## src/rtl/cftc_pkg.sv

```systemverilog
// Package for the CSV field type classifier.
// Holds sizes, character codes, the kind encoding and the field event record.
// No dependencies.
package cftc_pkg;

	localparam int MAX_COLUMNS   = 64;
	localparam int MAX_FIELD_LEN = 256;
	localparam int COL_W         = $clog2(MAX_COLUMNS);
	localparam int CNT_W         = $clog2(MAX_FIELD_LEN + 1);
	localparam int CFG_W         = 7;
	localparam int VAL_W         = 32;

	localparam logic [7:0] CH_NUL   = 8'h00;
	localparam logic [7:0] CH_QUOTE = 8'h22;
	localparam logic [7:0] CH_COMMA = 8'h2C;
	localparam logic [7:0] CH_DOT   = 8'h2E;
	localparam logic [7:0] CH_MINUS = 8'h2D;
	localparam logic [7:0] CH_ZERO  = 8'h30;
	localparam logic [7:0] CH_NINE  = 8'h39;
	localparam logic [7:0] CH_LF    = 8'h0A;
	localparam logic [7:0] CH_CR    = 8'h0D;

	typedef enum logic [1:0] {
		KIND_INT    = 2'd0,
		KIND_FLOAT  = 2'd1,
		KIND_STRING = 2'd2,
		KIND_UNSET  = 2'd3
	} kind_t;

	typedef struct packed {
		logic [COL_W-1:0] col;
		kind_t            kind;
		logic [VAL_W-1:0] mag;
		logic             neg;
		logic             clip;
		logic             row_end;
		logic             table_end;
		logic             restart;
	} event_t;

endpackage

```

## src/rtl/cftc_if.sv

```systemverilog
// Channel interfaces for the CSV field type classifier.
// Byte input, field result and configuration write channels; no dependencies.
interface cftc_in_if;
	logic       valid;
	logic       ready;
	logic [7:0] char_code;
	logic       restart;
	modport source(output valid, char_code, restart, input ready);
	modport sink(input valid, char_code, restart, output ready);
endinterface

interface cftc_out_if;
	logic               valid;
	logic               ready;
	logic        [5:0]  column_index;
	logic        [1:0]  field_kind;
	logic        [1:0]  column_kind;
	logic signed [31:0] int_value;
	logic               value_clipped;
	logic               row_end;
	logic               table_end;
	modport source(output valid, column_index, field_kind, column_kind, int_value,
		value_clipped, row_end, table_end, input ready);
	modport sink(input valid, column_index, field_kind, column_kind, int_value,
		value_clipped, row_end, table_end, output ready);
endinterface

interface cftc_cfg_if;
	logic       valid;
	logic       ready;
	logic [6:0] column_count;
	modport source(output valid, column_count, input ready);
	modport sink(input valid, column_count, output ready);
endinterface

```

## src/rtl/cftc_front.sv

```systemverilog
// Front end: per-byte quote tracking, field splitting, classification and value.
// Emits one event per ended field, table end or restart. Uses cftc_pkg and cftc_in_if.
module cftc_front (
	input  logic                           clk,
	input  logic                           arst_n,
	cftc_in_if.sink                        data,
	input  logic [cftc_pkg::CFG_W-1:0]     column_count,
	input  logic                           q_full,
	output logic                           push,
	output cftc_pkg::event_t               ev
);

	logic                          quote_q, quote_d;
	cftc_pkg::kind_t               kind_q, kind_d;
	logic [cftc_pkg::CNT_W-1:0]    cnt_q, cnt_d;
	logic [cftc_pkg::COL_W-1:0]    col_q, col_d;
	logic [cftc_pkg::VAL_W-1:0]    acc_q, acc_d;
	logic                          neg_q, neg_d;
	logic                          clip_q, clip_d;
	logic                          fin_q, fin_d;

	logic                          accept;
	logic [7:0]                    c;
	logic                          is_sep, is_nl, digit, len_end, last_col;
	logic [cftc_pkg::COL_W-1:0]    last_idx;
	logic [cftc_pkg::VAL_W+3:0]    prod, limit;
	cftc_pkg::kind_t               kind_u;
	logic                          neg_u, clip_u;
	logic [cftc_pkg::VAL_W-1:0]    acc_u;

	assign data.ready = !q_full;
	assign accept     = data.valid && data.ready;
	assign c          = data.char_code;

	always_comb begin
		if (column_count == '0) begin
			last_idx = '0;
		end else if (column_count > cftc_pkg::CFG_W'(cftc_pkg::MAX_COLUMNS)) begin
			last_idx = cftc_pkg::COL_W'(cftc_pkg::MAX_COLUMNS - 1);
		end else begin
			last_idx = cftc_pkg::COL_W'(column_count - 1'b1);
		end
	end

	assign last_col = col_q >= last_idx;
	assign is_sep   = (c == cftc_pkg::CH_NUL) || (c == cftc_pkg::CH_COMMA && !quote_q);
	assign is_nl    = (c == cftc_pkg::CH_LF) || (c == cftc_pkg::CH_CR);
	assign digit    = (c >= cftc_pkg::CH_ZERO) && (c <= cftc_pkg::CH_NINE);
	assign len_end  = cnt_q == cftc_pkg::CNT_W'(cftc_pkg::MAX_FIELD_LEN - 1);

	// classify the byte and accumulate the decimal value
	always_comb begin
		kind_u = kind_q;
		neg_u  = neg_q;
		clip_u = clip_q;
		acc_u  = acc_q;
		if (kind_q == cftc_pkg::KIND_INT) begin
			if (c == cftc_pkg::CH_DOT) begin
				kind_u = cftc_pkg::KIND_FLOAT;
			end else if (!digit) begin
				if (c == cftc_pkg::CH_MINUS && cnt_q == '0) begin
					neg_u = 1'b1;
				end else begin
					kind_u = cftc_pkg::KIND_STRING;
				end
			end
		end else if (kind_q == cftc_pkg::KIND_FLOAT && !digit) begin
			kind_u = cftc_pkg::KIND_STRING;
		end
		prod  = ({4'b0, acc_q} << 3) + ({4'b0, acc_q} << 1)
			+ (cftc_pkg::VAL_W+4)'(c - cftc_pkg::CH_ZERO);
		limit = neg_u ? (cftc_pkg::VAL_W+4)'(36'h080000000)
			: (cftc_pkg::VAL_W+4)'(36'h07FFFFFFF);
		if (kind_u == cftc_pkg::KIND_INT && digit) begin
			if (prod > limit) begin
				acc_u  = limit[cftc_pkg::VAL_W-1:0];
				clip_u = 1'b1;
			end else begin
				acc_u = prod[cftc_pkg::VAL_W-1:0];
			end
		end
	end

	always_comb begin
		quote_d = quote_q;
		kind_d  = kind_q;
		cnt_d   = cnt_q;
		col_d   = col_q;
		acc_d   = acc_q;
		neg_d   = neg_q;
		clip_d  = clip_q;
		fin_d   = fin_q;
		push    = 1'b0;
		ev      = '0;
		ev.kind = kind_q;
		ev.col  = col_q;
		ev.mag  = acc_q;
		ev.neg  = neg_q;
		ev.clip = clip_q;
		if (accept) begin
			if (data.restart) begin
				push       = 1'b1;
				ev.restart = 1'b1;
				col_d      = '0;
				fin_d      = 1'b0;
			end else if (!fin_q) begin
				if (is_sep) begin
					push       = 1'b1;
					ev.row_end = last_col;
					col_d      = last_col ? '0 : col_q + 1'b1;
				end else if (is_nl) begin
					push = 1'b1;
					if (col_q == '0) begin
						ev           = '0;
						ev.table_end = 1'b1;
						fin_d        = 1'b1;
					end else begin
						ev.row_end = 1'b1;
						col_d      = '0;
					end
				end else begin
					quote_d = quote_q ^ (c == cftc_pkg::CH_QUOTE);
					kind_d  = kind_u;
					neg_d   = neg_u;
					clip_d  = clip_u;
					acc_d   = acc_u;
					cnt_d   = cnt_q + 1'b1;
					if (len_end) begin
						push       = 1'b1;
						ev.kind    = kind_u;
						ev.mag     = acc_u;
						ev.neg     = neg_u;
						ev.clip    = clip_u;
						ev.row_end = last_col;
						col_d      = last_col ? '0 : col_q + 1'b1;
					end
				end
			end
			// clear the field on any end
			if (data.restart || (!fin_q && (is_sep || is_nl || len_end))) begin
				quote_d = 1'b0;
				kind_d  = cftc_pkg::KIND_INT;
				cnt_d   = '0;
				acc_d   = '0;
				neg_d   = 1'b0;
				clip_d  = 1'b0;
			end
		end
	end

	always_ff @(posedge clk or negedge arst_n) begin
		if (!arst_n) begin
			quote_q <= 1'b0;
			kind_q  <= cftc_pkg::KIND_INT;
			cnt_q   <= '0;
			col_q   <= '0;
			acc_q   <= '0;
			neg_q   <= 1'b0;
			clip_q  <= 1'b0;
			fin_q   <= 1'b0;
		end else begin
			quote_q <= quote_d;
			kind_q  <= kind_d;
			cnt_q   <= cnt_d;
			col_q   <= col_d;
			acc_q   <= acc_d;
			neg_q   <= neg_d;
			clip_q  <= clip_d;
			fin_q   <= fin_d;
		end
	end

endmodule

```

## src/rtl/cftc_queue.sv

```systemverilog
// Two-entry event queue between the front end and the back end.
// Uses cftc_pkg for the event record.
module cftc_queue (
	input  logic             clk,
	input  logic             arst_n,
	input  logic             push,
	input  cftc_pkg::event_t push_ev,
	output logic             full,
	input  logic             pop,
	output logic             not_empty,
	output cftc_pkg::event_t head
);

	cftc_pkg::event_t slot_q [2];
	logic             wr_ptr_q, rd_ptr_q;
	logic [1:0]       count_q;

	assign full      = count_q == 2'd2;
	assign not_empty = count_q != 2'd0;
	assign head      = slot_q[rd_ptr_q];

	always_ff @(posedge clk) begin
		if (push) begin
			slot_q[wr_ptr_q] <= push_ev;
		end
	end

	always_ff @(posedge clk or negedge arst_n) begin
		if (!arst_n) begin
			wr_ptr_q <= 1'b0;
			rd_ptr_q <= 1'b0;
			count_q  <= 2'd0;
		end else begin
			if (push) begin
				wr_ptr_q <= ~wr_ptr_q;
			end
			if (pop) begin
				rd_ptr_q <= ~rd_ptr_q;
			end
			count_q <= count_q + {1'b0, push} - {1'b0, pop};
		end
	end

endmodule

```

## src/rtl/cftc_back.sv

```systemverilog
// Back end: column type table merge and result register.
// Table in a memory with per-column valid bits. Uses cftc_pkg and cftc_out_if.
module cftc_back (
	input  logic             clk,
	input  logic             arst_n,
	input  logic             q_valid,
	input  cftc_pkg::event_t q_head,
	output logic             q_pop,
	cftc_out_if.source       result
);

	cftc_pkg::kind_t                    kind_mem [cftc_pkg::MAX_COLUMNS];
	logic [cftc_pkg::MAX_COLUMNS-1:0]   tvld_q;

	logic             vld_s1;
	cftc_pkg::event_t ev_s1;
	cftc_pkg::kind_t  rd_s1;
	logic             byp_s1;
	cftc_pkg::kind_t  bypk_s1;

	logic             out_free, go, load, wr, out_load;
	cftc_pkg::kind_t  prev, merged;

	assign out_free = !result.valid || result.ready;
	assign go       = vld_s1 && (ev_s1.restart || out_free);
	assign load     = q_valid && (!vld_s1 || go);
	assign q_pop    = load;
	assign wr       = go && !ev_s1.restart && !ev_s1.table_end;
	assign out_load = go && !ev_s1.restart;

	always_comb begin
		if (byp_s1) begin
			prev = bypk_s1;
		end else if (tvld_q[ev_s1.col]) begin
			prev = rd_s1;
		end else begin
			prev = cftc_pkg::KIND_UNSET;
		end
		if (prev == cftc_pkg::KIND_UNSET) begin
			merged = ev_s1.kind;
		end else if (ev_s1.kind == cftc_pkg::KIND_STRING) begin
			merged = cftc_pkg::KIND_STRING;
		end else begin
			merged = prev;
		end
	end

	always_ff @(posedge clk) begin
		if (wr) begin
			kind_mem[ev_s1.col] <= merged;
		end
		if (load) begin
			rd_s1   <= kind_mem[q_head.col];
			ev_s1   <= q_head;
			byp_s1  <= wr && (q_head.col == ev_s1.col);
			bypk_s1 <= merged;
		end
		if (out_load) begin
			result.table_end <= ev_s1.table_end;
			if (ev_s1.table_end) begin
				result.column_index  <= '0;
				result.field_kind    <= '0;
				result.column_kind   <= '0;
				result.int_value     <= '0;
				result.value_clipped <= 1'b0;
				result.row_end       <= 1'b0;
			end else begin
				result.column_index <= ev_s1.col;
				result.field_kind   <= ev_s1.kind;
				result.column_kind  <= merged;
				result.row_end      <= ev_s1.row_end;
				if (ev_s1.kind == cftc_pkg::KIND_INT) begin
					result.int_value     <= ev_s1.neg ? -ev_s1.mag : ev_s1.mag;
					result.value_clipped <= ev_s1.clip;
				end else begin
					result.int_value     <= '0;
					result.value_clipped <= 1'b0;
				end
			end
		end
	end

	always_ff @(posedge clk or negedge arst_n) begin
		if (!arst_n) begin
			vld_s1       <= 1'b0;
			tvld_q       <= '0;
			result.valid <= 1'b0;
		end else begin
			if (load) begin
				vld_s1 <= 1'b1;
			end else if (go) begin
				vld_s1 <= 1'b0;
			end
			if (go && ev_s1.restart) begin
				tvld_q <= '0;
			end else if (wr) begin
				tvld_q[ev_s1.col] <= 1'b1;
			end
			if (out_load) begin
				result.valid <= 1'b1;
			end else if (result.ready) begin
				result.valid <= 1'b0;
			end
		end
	end

endmodule

```

## src/rtl/csv_field_type_classifier_core.sv

```systemverilog
// CSV field type classifier, top level: column count register, front end,
// event queue and back end. Uses cftc_pkg, cftc_if, cftc_front, cftc_queue, cftc_back.
//
// Takes one CSV data byte per cycle while the event queue is not full; the
// per-byte classifier and saturating x10 accumulate are combinational in the
// front end. A field result goes through the queue, the table read stage and
// the result register after the byte that ends it. The column type table, a
// 64-entry memory, has a registered read, a later write and a one-entry
// bypass; it is cleared at reset or restart through per-column valid bits, so
// no clearing pass is needed. Write the column count only while idle.
module csv_field_type_classifier_core (
	input  logic        clk,
	input  logic        arst_n,
	cftc_in_if.sink     data,
	cftc_out_if.source  result,
	cftc_cfg_if.sink    cfg
);

	logic [cftc_pkg::CFG_W-1:0] column_count_q;
	logic                       push, q_full, q_valid, q_pop;
	cftc_pkg::event_t           push_ev, q_head;

	assign cfg.ready = 1'b1;

	always_ff @(posedge clk or negedge arst_n) begin
		if (!arst_n) begin
			column_count_q <= cftc_pkg::CFG_W'(1);
		end else if (cfg.valid) begin
			column_count_q <= cfg.column_count;
		end
	end

	cftc_front u_front (
		.clk          (clk),
		.arst_n       (arst_n),
		.data         (data),
		.column_count (column_count_q),
		.q_full       (q_full),
		.push         (push),
		.ev           (push_ev)
	);

	cftc_queue u_queue (
		.clk       (clk),
		.arst_n    (arst_n),
		.push      (push),
		.push_ev   (push_ev),
		.full      (q_full),
		.pop       (q_pop),
		.not_empty (q_valid),
		.head      (q_head)
	);

	cftc_back u_back (
		.clk     (clk),
		.arst_n  (arst_n),
		.q_valid (q_valid),
		.q_head  (q_head),
		.q_pop   (q_pop),
		.result  (result)
	);

	a_table_end_clean: assert property (@(posedge clk) disable iff (!arst_n)
		result.valid && result.table_end |->
			result.column_index == '0 && result.int_value == '0 && !result.row_end)
		else $error("table end result carries field data");

	a_non_int_zero: assert property (@(posedge clk) disable iff (!arst_n)
		result.valid && result.field_kind != cftc_pkg::KIND_INT |->
			result.int_value == '0 && !result.value_clipped)
		else $error("non-int field carries a value");

	a_merge_string: assert property (@(posedge clk) disable iff (!arst_n)
		result.valid && !result.table_end && result.field_kind == cftc_pkg::KIND_STRING |->
			result.column_kind == cftc_pkg::KIND_STRING)
		else $error("string field did not make the column string");

endmodule
```

## src/flat_wrapper.sv

```systemverilog
// flat-port wrapper written by rule: the top's interface ports become plain ports
module csv_field_type_classifier_core_flat 
  (clk, arst_n, data_valid, data_char_code, data_restart, data_ready, result_valid, result_column_index, result_field_kind, result_column_kind, result_int_value, result_value_clipped, result_row_end, result_table_end, result_ready, cfg_valid, cfg_column_count, cfg_ready);
  cftc_in_if data_i ();
  cftc_out_if result_i ();
  cftc_cfg_if cfg_i ();
  input  logic clk;
  input  logic arst_n;
  input wire logic [$bits(data_i.valid)-1:0] data_valid;
  input wire logic [$bits(data_i.char_code)-1:0] data_char_code;
  input wire logic [$bits(data_i.restart)-1:0] data_restart;
  output wire logic [$bits(data_i.ready)-1:0] data_ready;
  output wire logic [$bits(result_i.valid)-1:0] result_valid;
  output wire logic [$bits(result_i.column_index)-1:0] result_column_index;
  output wire logic [$bits(result_i.field_kind)-1:0] result_field_kind;
  output wire logic [$bits(result_i.column_kind)-1:0] result_column_kind;
  output wire logic [$bits(result_i.int_value)-1:0] result_int_value;
  output wire logic [$bits(result_i.value_clipped)-1:0] result_value_clipped;
  output wire logic [$bits(result_i.row_end)-1:0] result_row_end;
  output wire logic [$bits(result_i.table_end)-1:0] result_table_end;
  input wire logic [$bits(result_i.ready)-1:0] result_ready;
  input wire logic [$bits(cfg_i.valid)-1:0] cfg_valid;
  input wire logic [$bits(cfg_i.column_count)-1:0] cfg_column_count;
  output wire logic [$bits(cfg_i.ready)-1:0] cfg_ready;
  assign data_i.valid = data_valid;
  assign data_i.char_code = data_char_code;
  assign data_i.restart = data_restart;
  assign data_ready = data_i.ready;
  assign result_valid = result_i.valid;
  assign result_column_index = result_i.column_index;
  assign result_field_kind = result_i.field_kind;
  assign result_column_kind = result_i.column_kind;
  assign result_int_value = result_i.int_value;
  assign result_value_clipped = result_i.value_clipped;
  assign result_row_end = result_i.row_end;
  assign result_table_end = result_i.table_end;
  assign result_i.ready = result_ready;
  assign cfg_i.valid = cfg_valid;
  assign cfg_i.column_count = cfg_column_count;
  assign cfg_ready = cfg_i.ready;
  csv_field_type_classifier_core u_core (.clk(clk), .arst_n(arst_n), .data(data_i), .result(result_i), .cfg(cfg_i));
endmodule
```

## config.mk

```make
export PLATFORM = sky130hd
export DESIGN_NAME = csv_field_type_classifier_core_flat
export DESIGN_NICKNAME = d
export VERILOG_FILES = /design/src/rtl/cftc_pkg.sv /design/src/rtl/cftc_if.sv /design/src/rtl/cftc_front.sv /design/src/rtl/cftc_queue.sv /design/src/rtl/cftc_back.sv /design/src/rtl/csv_field_type_classifier_core.sv /design/src/flat_wrapper.sv
export SDC_FILE = /design/constraint.sdc
export NUM_CORES = 1
export LEC_CHECK = 0
export BUFFER_PORTS_ARGS = -buffer_cell sky130_fd_sc_hd__buf_2
export CAP_MARGIN = 20
export CELL_PAD_IN_SITES_DETAIL_PLACEMENT = 1
export CELL_PAD_IN_SITES_GLOBAL_PLACEMENT = 1
export CORE_MARGIN = 2
export CORE_UTILIZATION = 25
export DETAILED_ROUTE_END_ITERATION = 8
export PLACE_DENSITY = 0.51
export SYNTH_ARGS = -nofsm -noshare
export SYNTH_HDL_FRONTEND = slang
export SYNTH_SLANG_ARGS = --single-unit
```

## constraint.sdc

```tcl
create_clock -name clk -period 10.1 [get_ports clk]
set_clock_uncertainty 0.15 [all_clocks]
set_input_delay 0 -clock clk [delete_from_list [all_inputs] [get_ports clk]]
set_output_delay 0 -clock clk [all_outputs]
set_load 0.01 [all_outputs]
```

==> flow_metrics.py <==
metrics = {
    "setup_path": {
        "critPathTopFamily": "simple AND/OR/NAND/NOR gates",
        "crit_type": "input pin to flop",
        "crit_slowest_cell": "nand3_2",
        "critical_path_required_ns": 10.32,
        "slowest_delay_ns": 0.69,
        "critical_path.startpoint_type": "input pin",
        "crit_fanout": 31,
        "worstSetupEndpointType": "flop",
        "arrival_ns": 7.32,
        "crit_top_cell": "ha_1",
        "path_buf_inv": 4,
    },
    "route": {
        "drt_iter0_drc": 798,
        "dr.pass1.iters": 5,
        "via_per_inst": 4.818,
        "post_drt_wl_per_cell_um": 20.27,
        "vias": 15900,
        "wl_um": 66910,
        "ant_nets": 0,
        "drc": 0,
    },
    "sta": {
        "whs_ns": 0.1143,
        "finalMaxSlewViolations": 0,
        "worst_pin_slew_ns": 1.062,
        "fin_crit_ns": 7.107,
        "grt_setup_unrepaired": "no",
        "maxSlewHeadroom_pct": 27.20,
        "fin_crit_sh_pct": 70.36,
        "hold_viol_final": 0,
        "setup_viol": 0,
        "fmax_ghz": 0.1407,
        "final.setup.tns_ns": 0,
    },
    "yosys": {
        "async_flop_share_pct": 29.35,
        "syn_area_um2": 22790,
        "synth.distinct_cells": 80,
        "synth_ff_type": "edfxtp_1",
        "synth_edf_count": 313,
        "synth-seq-area-share_pct": 55.53,
        "ys_ff_latch": 443,
        "syn-instance-count": 1985,
        "syn_area_per_cell_um2": 11.48,
        "synth_fp_nets": 2125,
        "yosysWarnings": 0,
    },
    "global_routing": {
        "grt_pass1_vias": 17090,
        "grt_remaining_overflow": 0,
        "antenna_found_initial": 1,
        "grt_max_degree": 67,
        "grt_pass1_wl_um": 103500,
        "grt_use_total_pct": 14.21,
    },
    "cts": {
        "cts_buffers": 51,
        "cts_tree": "yes",
        "cts_max_path_buffers": 3,
        "h-tree-depth": 2,
        "cts_resized": 0,
        "clk_pin_slew_ns": 0.06,
        "clock-sinks": 443,
        "cts_root_buf": "clkbuf_16",
        "clk_latency_ns": 0.63,
        "cts-hold-fix-buffers": 45,
        "cts_setup_buffers": 0,
    },
    "floorplanning": {
        "die_h_um": 305.9,
        "dieArea_um2": 93570,
        "io_pins": 69,
        "coreArea_um2": 90150,
        "row_count": 110,
        "die_w_um": 305.9,
        "start_util_pct": 25.28,
    },
    "placed_design": {
        "hpwl_um": 46000,
        "gp_congestion": 0.8105,
        "dp.cells": 3160,
        "numPortBuffers": 67,
    },
    "finish": {
        "drive_gt1_share_pct": 13.93,
        "area_delta_synth_final_pct": 16.78,
        "fin_nets": 2222,
        "insertedDiodeCount": 0,
        "instances_no_fill": 3301,
    },
    "power_and_ir_drop": {
        "peakVddDrop_uv": 215.4,
        "p_per_area_nw_per_um2": 246.7,
        "p_leak_uw": 0.01049,
    },
    "outcome": {
        "outcome": "finished, final reports clean",
    },
    "flow_run": {
        "max_cap_violations": 0,
    },
    "min_path": {
        "holdCritPathClass": "input pin to flop",
    },
}
worst reg2reg max path, cell delays in order (launching register included):
cell and delay (ns):
dfrtp_1 0.51, fa_1 0.48, ha_1 0.39, a21o_1 0.19, a21oi_1 0.20, a21oi_1 0.17, nor2_1 0.33, nand2_1 0.10
a21oi_1 0.35, o41ai_1 0.17, xnor2_1 0.57, inv_1 0.12, ha_1 0.34, nand4_1 0.13, nor3_1 0.24, nand2_1 0.08
mux2_2 0.27, o21ai_0 0.16, o31ai_1 0.16, a21oi_1 0.23, nand3_2 0.69, o211ai_1 0.57
per-stage QoR:
step           setup WS (ns)  utilization, %  power [uW]  area, um2
2_1_floorplan          2.618               -        3973      22790
3_3_place_gp           2.098           27.18        4771      24510
3_5_place_dp           2.883           27.20        4825      24520
4_1_cts                2.953           29.52        6691      26610
5_1_grt                2.480           29.52        6957      26610
6_report               2.993           29.52        6564      26610
registers in the layout, summed over array words and instances, names as in the netlist, 2 cells and up:
register and count:
u_core.column_count_q 7, u_core.u_back.bypk_s1 2, u_core.u_back.ev_s1 45, u_core.u_back.kind_mem 128, u_core.u_back.rd_s1 2, u_core.u_back.result.column_index 6
u_core.u_back.result.column_kind 2, u_core.u_back.result.field_kind 2, u_core.u_back.result.int_value 32, u_core.u_back.tvld_q 64, u_core.u_front.acc_q 32, u_core.u_front.cnt_q 9
u_core.u_front.col_q 6, u_core.u_front.kind_q 2, u_core.u_queue.count_q 2, u_core.u_queue.slot_q 90
final timing paths:
kind / startpoint / to / cells after the start / slack, ns
min: cfg_valid / u_core.column_count_q[0] / 3 / 0.11
max reg2reg: u_core.u_front.acc_q[4] / u_core.u_queue.slot_q[0][15] / 21 / 3.25
min in group asynchronous: arst_n / u_core.u_front.acc_q[30] / 4 / 0.32
max: data_char_code[4] / u_core.u_queue.slot_q[0][15] / 25 / 2.99
max in group asynchronous: arst_n / u_core.u_back.tvld_q[28] / 5 / 7.92
min reg2reg: u_core.u_back.tvld_q[22] / u_core.u_back.tvld_q[22] / 1 / 0.34
area by class of cell:
class                   count  area [um2]
fillers                  9880       63540
flip-flops and latches    443       12650
multi-input cells        1363        9517
well taps                1176        1471
clock buffers              72        1436
repair buffers            142        1031
inverters                  81       304.0
clock inverters            24       193.9
cell usage in the layout (no fill, tap or decap), types with 22 or more instances in the layout:
| cell | netlist | final |
|---|---|---|
| a21oi_1 | 75 | 75 |
| buf_2 | 11 | 66 |
| and3_1 | 29 | 29 |
| o21ai_0 | 54 | 54 |
| edfxtp_1 | 313 | 313 |
| ha_1 | 88 | 88 |
| nor3_1 | 27 | 26 |
| dfrtp_1 | 129 | 128 |
| fa_1 | 31 | 31 |
| mux2_2 | 44 | 44 |
| buf_4 | 2 | 29 |
| dlygate4sd3_1 | 0 | 44 |
| nand2_1 | 288 | 286 |
| o21a_1 | 71 | 70 |
| o211ai_2 | 30 | 30 |
| a311oi_1 | 24 | 24 |
| nand3_1 | 58 | 57 |
| xor2_1 | 57 | 57 |
| inv_1 | 79 | 78 |
| nand4_1 | 27 | 27 |
| o211ai_1 | 43 | 43 |
| a21o_1 | 22 | 22 |
| clkbuf_16 | 0 | 52 |
| xnor2_1 | 22 | 22 |
| nor2_1 | 152 | 150 |
power by group:
part / internal, uW / switching [uW] / leakage [uW]
registers: 2500 / 254 / 0.00472
logic: 628 / 1370 / 0.00497
clock network: 1020 / 786 / 0.000797
total: 4150 / 2410 / 0.0105
Yosys cell counts (9+ instances only):
| library cell | n | area share [%] |
|---|---|---|
| nand2_1 | 288 | 4.7 |
| clkbuf_1 | 63 | 1.0 |
| nor2b_1 | 17 | 0.47 |
| a21oi_1 | 75 | 1.6 |
| a311oi_1 | 24 | 0.92 |
| mux2i_1 | 17 | 0.75 |
| edfxtp_1 | 313 | 41 |
| o31ai_1 | 16 | 0.53 |
| or3_1 | 11 | 0.30 |
| o211ai_2 | 30 | 1.6 |
| and3_1 | 29 | 0.80 |
| nand2b_1 | 16 | 0.44 |
| xnor2_1 | 22 | 0.85 |
| nand3b_1 | 12 | 0.40 |
| xor2_1 | 57 | 2.2 |
| dfrtp_1 | 129 | 14 |
| o21ai_0 | 54 | 1.2 |
| fa_1 | 31 | 2.7 |
| a21o_1 | 22 | 0.72 |
| buf_1 | 16 | 0.26 |
| nor4_1 | 9 | 0.25 |
| nand4_1 | 27 | 0.74 |
| ha_1 | 88 | 4.8 |
| a211oi_1 | 14 | 0.46 |
| nor2_1 | 152 | 2.5 |
| a31oi_1 | 11 | 0.30 |
| nand3_1 | 58 | 1.3 |
| o21a_1 | 71 | 2.3 |
| buf_2 | 11 | 0.24 |
| nor3_1 | 27 | 0.59 |
| inv_1 | 79 | 1.3 |
| mux2_2 | 44 | 2.2 |
| o211ai_1 | 43 | 1.4 |
cell families (layout without fill, tap and decap cells):
| group | Yosys count | count (layout) | share of synthesized area [%] |
|---|---|---|---|
| adders and majority gates | 120 | 120 | 7.600 |
| xor gates and xnor gates | 79 | 79 | 3.037 |
| other | 1 | 1 | 0.01646 |
| AOI/OAI and AO/OA | 422 | 422 | 13.62 |
| buffers and inverters | 179 | 319 | 3.212 |
| and+or+nand+nor | 674 | 674 | 13.47 |
| muxes | 67 | 67 | 3.514 |
| DFF | 443 | 443 | 55.53 |
layer usage:
metal  vias up  track usage (%)  part of all wire (%)
met3        71            1.887                   3.4
met2       227            23.19                    46
met4         0            3.105                   1.7
met1      8163            20.07                    49
met5         -                0                     0
li1       7442                -                     -
Power figures use the tool's default switching activity.
